**config.mk**
```make
export PLATFORM = sky130hd
export DESIGN_NAME = cse_ctrl
export DESIGN_NICKNAME = d
export VERILOG_FILES = /design/src/hdl/cse_pkg.sv /design/src/hdl/cse_ctrl.sv
export SDC_FILE = /design/constraint.sdc
export NUM_CORES = 1
export LEC_CHECK = 0
export BUFFER_PORTS_ARGS = -buffer_cell sky130_fd_sc_hd__buf_4
export CAP_MARGIN = 20
export CELL_PAD_IN_SITES_DETAIL_PLACEMENT = 0
export CELL_PAD_IN_SITES_GLOBAL_PLACEMENT = 2
export CORE_MARGIN = 2
export CORE_UTILIZATION = 24
export CTS_CLUSTER_DIAMETER = 60
export DETAILED_ROUTE_END_ITERATION = 6
export GPL_TIMING_DRIVEN = 0
export PLACE_DENSITY = 0.81
export SYNTH_ARGS = -nofsm -noshare
export SYNTH_HDL_FRONTEND = slang
export SYNTH_SLANG_ARGS = --single-unit
export TNS_END_PERCENT = 1
```
**constraint.sdc**
```tcl
create_clock -name clk -period 1.7 [get_ports clk]
set_clock_uncertainty 0.1 [all_clocks]
set_input_delay 0.085 -clock clk [delete_from_list [all_inputs] [get_ports clk]]
set_output_delay 0.085 -clock clk [all_outputs]
set_load 0.005 [all_outputs]
```
**src/hdl/cse_pkg.sv**
```systemverilog
// ----------------------------------------------------------------------------
// cse_pkg
// Shared types and constants for the configuration space enumerator.
// ----------------------------------------------------------------------------
package cse_pkg;

    localparam int MaxDevices = 64;
    localparam int IdxW       = $clog2(MaxDevices);
    localparam int CntW       = IdxW + 1;
    localparam int WordsPerEntry = 10;
    localparam int TblDepth   = MaxDevices * 16;
    localparam int TblAw      = $clog2(TblDepth);

    // commands
    localparam logic [1:0] CMD_START = 2'd0;
    localparam logic [1:0] CMD_REPLY = 2'd1;
    localparam logic [1:0] CMD_FIND  = 2'd2;
    localparam logic [1:0] CMD_READ  = 2'd3;

    // result kinds
    localparam logic [2:0] KIND_REQ    = 3'd0;
    localparam logic [2:0] KIND_DONE   = 3'd1;
    localparam logic [2:0] KIND_FIND   = 3'd2;
    localparam logic [2:0] KIND_WORD   = 3'd3;
    localparam logic [2:0] KIND_REJECT = 3'd4;

    // scan phases
    localparam logic [2:0] PH_IDLE      = 3'd0;
    localparam logic [2:0] PH_PROBE_ID  = 3'd1;
    localparam logic [2:0] PH_PROBE_HDR = 3'd2;
    localparam logic [2:0] PH_FN_ID     = 3'd3;
    localparam logic [2:0] PH_FN_CLASS  = 3'd4;
    localparam logic [2:0] PH_FN_HDR    = 3'd5;
    localparam logic [2:0] PH_FN_BAR    = 3'd6;
    localparam logic [2:0] PH_FN_IRQ    = 3'd7;

    // table word codes
    localparam logic [3:0] W_IDS   = 4'd0;
    localparam logic [3:0] W_PLACE = 4'd1;
    localparam logic [3:0] W_CLASS = 4'd2;
    localparam logic [3:0] W_BAR0  = 4'd3;
    localparam logic [3:0] W_IRQ   = 4'd9;

    // controller to datapath
    typedef struct packed {
        logic       load;     // capture command inputs
        logic       reply;    // run one scan step
        logic       find_rd;  // read ids of the find pointer
        logic       find_chk; // compare read ids
        logic       word_rd;  // read the selected word
        logic       emit;     // drive a result
    } cse_cmd_t;

    // datapath to controller
    typedef struct packed {
        logic       find_hit;
        logic       find_last;
    } cse_stat_t;

endpackage

```
**src/hdl/cse_ctrl.sv**
```systemverilog
// ----------------------------------------------------------------------------
// cse_ctrl
// Sequencer for command transactions of the enumerator.
// ----------------------------------------------------------------------------
module cse_ctrl (
    input  logic               clk,
    input  logic               rst_n,
    input  logic               start,
    input  logic [1:0]         cmd,
    input  cse_pkg::cse_stat_t stat,
    input  logic               count_zero,
    output cse_pkg::cse_cmd_t  ctl,
    output logic               busy,
    output logic               done
);
    import cse_pkg::*;

    localparam logic [2:0] S_IDLE = 3'd0;
    localparam logic [2:0] S_EXEC = 3'd1;
    localparam logic [2:0] S_FRD  = 3'd2;
    localparam logic [2:0] S_FCHK = 3'd3;
    localparam logic [2:0] S_WRD  = 3'd4;
    localparam logic [2:0] S_OUT  = 3'd5;
    localparam logic [2:0] S_FPL  = 3'd6;

    logic [2:0] state_reg, state_next;
    logic [1:0] cmd_reg;

    // next state and commands
    always_comb
    begin
        state_next = state_reg;
        ctl = '0;
        unique case (state_reg)
            S_IDLE:
            begin
                if (start)
                begin
                    ctl.load = 1'b1; state_next = S_EXEC;
                end
            end
            S_EXEC:
            begin
                unique case (cmd_reg)
                    CMD_FIND:
                    begin
                        if (count_zero)
                        begin
                            ctl.emit = 1'b1; state_next = S_OUT;
                        end
                        else
                        begin
                            ctl.find_rd = 1'b1; state_next = S_FCHK;
                        end
                    end
                    CMD_READ:
                    begin
                        ctl.word_rd = 1'b1; state_next = S_WRD;
                    end
                    default:
                    begin
                        ctl.reply = 1'b1; ctl.emit = 1'b1; state_next = S_OUT;
                    end
                endcase
            end
            S_FCHK:
            begin
                ctl.find_chk = 1'b1;
                if (stat.find_hit)
                begin
                    state_next = S_FPL;
                end
                else if (stat.find_last)
                begin
                    ctl.emit = 1'b1; state_next = S_OUT;
                end
                else
                begin
                    state_next = S_FRD;
                end
            end
            S_FRD:
            begin
                ctl.find_rd = 1'b1; state_next = S_FCHK;
            end
            S_FPL:
            begin
                ctl.emit = 1'b1; state_next = S_OUT;
            end
            S_WRD:
            begin
                ctl.emit = 1'b1; state_next = S_OUT;
            end
            S_OUT:
            begin
                state_next = S_IDLE;
            end
            default:
            begin
                state_next = S_IDLE;
            end
        endcase
    end

    assign busy = (state_reg != S_IDLE);
    assign done = (state_reg == S_OUT);

    always_ff @(posedge clk or negedge rst_n)
    begin
        if (!rst_n)
        begin
            state_reg <= S_IDLE; cmd_reg <= CMD_START;
        end
        else
        begin
            state_reg <= state_next;
            if (ctl.load)
            begin
                cmd_reg <= cmd;
            end
        end
    end
endmodule

```
# --- Word level (Yosys, flattened, before mapping) ---
# Index checks and enable logic that the tools add are counted.
word_totals:
  elab_cells: 36
  output_inout_bits: 8
  reg_bits: 5
classes:
  n_eq_ne: 9
  n_mux: 21
  n_reduce_logical: 4
op_table:
  columns: ["operator", "count"]
  rows:
  - ["case mux 3 bit (5 select lines)", 1]
  - ["2-to-1 mux 1 bit", 12]
  - ["2-to-1 mux 3 bit", 4]
  - ["equality test 3 bit (second input constant)", 3]
  - ["equality test 3 x 2 -> 1 bit (second input constant)", 2]
  - ["case mux 3 bit (2 select lines)", 1]
  - ["equality test 2 bit (second input constant)", 2]
  - ["case mux 1 bit (2 select lines)", 2]
  - ["OR reduction 2 bit", 2]
  - ["equality test 3 x 1 -> 1 bit (second input constant)", 1]
  - ["zero test 3 bit", 1]
  - ["case mux 1 bit (3 select lines)", 1]
  - ["nonzero test 3 bit", 1]
  - ["inequality test 2 bit (second input constant)", 1]

# --- Longest topological paths before layout ---
logic_depth:
  depth_word: 4
  mapped_depth: 4

# --- Worst setup path before layout ---
# Ideal clock, no wire load.
synth_path:
  path_type: "reg2reg"
  startpoint: "register state_reg[1]"
  endpoint: "register cmd_reg[0]"
  t_arrival_ns: 1.263
  required_ns: 1.472
  setup_slack_ns: 0.210
  path_stages_with_launch: 4
  setup_ns: 0.128
  n_path_buf: 0
  path_cell_list: "dfrtp_1 -> or3_4 -> nor2_4 -> mux2_1"
synth_rtl:
  columns: ["item", "line_no", "text"]
  rows:
  - ["from (decl)", "cse_ctrl.sv:26", "logic [2:0] state_reg, state_next;"]
  - ["from (signal assigned)", "cse_ctrl.sv:116", "state_reg <= state_next;"]
  - ["to (signal assigned)", "cse_ctrl.sv:119", "cmd_reg <= cmd;"]
  - ["to (decl)", "cse_ctrl.sv:27", "logic [1:0] cmd_reg;"]

==> results.txt <==
----------------------------------------------------
[Worst setup path]
  Req. time, crit path ... 1510 ps
  Kind of cell with the highest combined delay on the critical path ... flip-flops
  Critical Path Sink Type ... primary output
  Arrival time of the worst setup path ... 1460 ps
  Cell with the largest stage delay on the worst path ... sky130_fd_sc_hd__dfrtp_2
  Sum of buffers and inverters on the critical path ... 1
  Crit-path max cell delay ... 410 ps
  Cell-by-cell trace of the critical path ... or3b_4 -> a21o_1 -> a21oi_2 -> buf_4
  Sort of element at the start of the critical path ... register
  Critical-path maximum fanout ... 4
  Worst setup path class ... reg2out

[Global routing]
  Antenna violations before repair ... 0
  Total grt overflow ... 0
  Largest net degree at the start of global routing ... 8
  First-pass GRT wire length ... 1.47 mm
  Global router's overall resource usage ... 0.111
  Vias in the first global route ... 342

[Synth]
  Most instantiated flip-flop cell in the synthesis netlist ... sky130_fd_sc_hd__dfrtp_1
  Post-synth net total ... 50
  Share of async-settable or async-resettable flops after synthesis ... 1.00
  Average instance area after synthesis ... 9.17 sq um
  Fraction of the yosys area taken by sequential cells ... 0.341
  Synthesized area ... 367 sq um
  Warnings from Yosys ... 0
  Synth area leader ... sky130_fd_sc_hd__dfrtp_1
  Synthesized instance count ... 40
  Count of flip-flops with a built-in enable after synthesis ... 0
  Leading cell types by total area after synthesis ... sky130_fd_sc_hd__dfrtp_1 (34%), sky130_fd_sc_hd__ha_1 (6.8%), sky130_fd_sc_hd__mux2_1 (6.1%), sky130_fd_sc_hd__a21oi_1 (5.5%), sky130_fd_sc_hd__inv_1 (4.1%)
  Cell variety after synth ... 23
  Top cell type's share of synthesized area ... 0.341
  Number of flip-flops and latches in the synthesized netlist ... 5

[Route]
  Average detailed-routed wire length per instance ... 10.6 um
  Overall routed net length ... 876 um
  Average vias per placed instance ... 4.55
  Antenna Nets Post-Route ... 0
  Vias ... 378
  DRC Markers ... 0
  Iteration-0 DRC count of the detailed router ... 3
  Number of detailed-routing iterations run before antenna repair ... 2

[Cells and area]
  Flip-flop count of the largest register after layout ... 3
  Final Core Density ... 0.413
  Net total in the final layout ... 78
  Number of fillers in the final layout ... 150
  Share of layout cells above drive strength 1 ... 0.493
  Post-route non-filler standard cell count ... 83
  Number of antenna diodes ... 0
  Layout area overhead ... 65.9%

[Placed design]
  Input/output buffers ... 15
  Cell count after placement ... 71
  Pre-CTS setup slack ... 149 ps
  HPWL after DPL ... 620 um
  Global placer's final weighted congestion ... 0.711

[Die]
  Width of the chip ... 43.1 um
  Area enclosed by the die boundary ... 1860 sq um
  Die boundary height ... 43.1 um
  Initial core utilization ... 0.249
  Count of boundary I/O pins ... 16
  Cell Rows ... 14
  Total core area ... 1470 sq um

[CTS]
  Clock net sink count ... 5
  Clock tree from TritonCTS ... done
  CTS buffer count ... 3
  Insertion delay of the later-clocked pin in the worst-skew pair ... 240 ps
  Clock Tree Buf Depth ... 2
  Root buffer selected by CTS ... sky130_fd_sc_hd__clkbuf_4
  # H-tree levels ... 1
  Clock-pin slew reported for the worst setup and hold paths after clock tree synthesis ... 40 ps

[STA]
  Worst hold margin ... 63.9 ps
  Number of hold-slack violations in the final timing report ... 0
  Share of the clock period used by the worst path after layout ... 0.966
  Setup violators final ... 0
  Relative slew margins ... 0.799
  Smallest setup slack after layout ... 58.3 ps
  Fmax ... 609 MHz
  Final Max Tran Viols ... 0
  Transition time at the pin with the least slew margin ... 301 ps
  Summed negative setup slack over all endpoints ... 0 ps
  Minimum period implied by the final worst setup slack ... 1640 ps
  RSZ-0062 raised after global routing ... yes

[Power and ir drop]
  Static power due to leakage ... 0.000285 uW
  Cell area power density ... 1640 nW/um^2
  Maximum resistive drop on vdd ... 0.719 mV

[Run status]
  Run status ... finished clean

[Worst hold path]
  Worst hold path class ... in2reg

[Job]
  Max-cap check violation count ... 0

----------------------------------------------------
worst paths after layout:
check | start | depth (start not counted) | slack [ps] | to
min | stat[0] | 4 | 60 | state_reg[1]
max reg2reg | state_reg[1] | 4 | 60 | cmd_reg[0]
max in group asynchronous | rst_n | 2 | 1300 | state_reg[1]
max | state_reg[2] | 4 | 60 | ctl[0]
min reg2reg | cmd_reg[0] | 1 | 470 | cmd_reg[0]
min in group asynchronous | rst_n | 2 | 80 | cmd_reg[0]
cells by family after synthesis:
| group | after synthesis | synth area share |
|---|---|---|
| buf+inv | 4 | 0.0409 |
| simple gates | 16 | 0.287 |
| mux | 2 | 0.0614 |
| flops | 5 | 0.341 |
| compound gates | 11 | 0.201 |
| fa+ha+maj | 2 | 0.0682 |
worst min-delay path, cell delays in order:
cell and delay (ps):
sky130_fd_sc_hd__buf_4 90, sky130_fd_sc_hd__nand3b_1 60, sky130_fd_sc_hd__nand2_1 60, sky130_fd_sc_hd__a211oi_1 60
cell type report:
cell class                      count  area [sq um]  area share
Multi-Input combinational cell     31           238       0.391
Timing Repair Buffer               23           180       0.296
Sequential cell                     5           129       0.212
Clock buffer                        4          26.3      0.0432
Tap cell                           16          20.0      0.0329
Inverter                            4          15.0      0.0247
through the flow:
step                cell area (sq um)  power, uW
floorplan                         367        559
global placement                  499        762
detailed placement                499        758
CTS                               589        974
global route                      608       1100
finish                            608        999
per-layer routing:
metal,part of all wire,up-vias,GRT usage
met2,0.47,13,0.173
met4,0,0,0.0364
met1,0.45,172,0.135
met3,0.080,0,0.0511
li1,-,193,-
met5,0,-,0
placed cells by master (no fill, tap or decap):
master                          instances
sky130_fd_sc_hd__nand2b_1               1
sky130_fd_sc_hd__nand3b_1               1
sky130_fd_sc_hd__or3_4                  1
sky130_fd_sc_hd__mux2_1                 2
sky130_fd_sc_hd__inv_1                  4
sky130_fd_sc_hd__o21bai_1               2
sky130_fd_sc_hd__buf_4                 20
sky130_fd_sc_hd__dfrtp_2                3
sky130_fd_sc_hd__nor3b_1                1
sky130_fd_sc_hd__a21oi_1                3
sky130_fd_sc_hd__a21oi_2                1
sky130_fd_sc_hd__ha_1                   2
sky130_fd_sc_hd__dlygate4sd3_1          3
sky130_fd_sc_hd__a21o_1                 1
sky130_fd_sc_hd__dfrtp_1                2
sky130_fd_sc_hd__clkbuf_1               1
sky130_fd_sc_hd__a31oi_2                2
sky130_fd_sc_hd__nor2_1                 2
sky130_fd_sc_hd__clkbuf_4               3
sky130_fd_sc_hd__nor2b_1                1
sky130_fd_sc_hd__and2_1                 1
sky130_fd_sc_hd__and3b_2                1
sky130_fd_sc_hd__or3b_4                 1
sky130_fd_sc_hd__o21ai_0                1
sky130_fd_sc_hd__nor2_4                 1
sky130_fd_sc_hd__or2_1                  1
sky130_fd_sc_hd__a211oi_1               1
sky130_fd_sc_hd__nand2_1                4
power breakdown:
| part | leakage [uW] | internal, uW | switching (uW) |
|---|---|---|---|
| clock | 0.0000150 | 88.8 | 49.2 |
| combinational | 0.000212 | 359 | 251 |
| sequential | 0.0000579 | 182 | 70.0 |
| total | 0.000285 | 629 | 370 |
synthesized netlist by cell type, types with 2 or more instances:
library cell and instances:
sky130_fd_sc_hd__a21oi_1 4, sky130_fd_sc_hd__dfrtp_1 5, sky130_fd_sc_hd__ha_1 2, sky130_fd_sc_hd__inv_1 4, sky130_fd_sc_hd__mux2_1 2, sky130_fd_sc_hd__nand2_1 4
sky130_fd_sc_hd__nor2_1 2, sky130_fd_sc_hd__o21bai_1 2
timing repair:
action                                 in CTS  in global routing
hold buffers                                3                  0
buffers inserted                            4                  1
gates resized for setup                     3                  3
endpoints found under the hold margin       7                  0
setup endpoints to repair                   1                  3
pin swaps                                   0                  2
No activity file was read; power rests on OpenSTA's default activity.
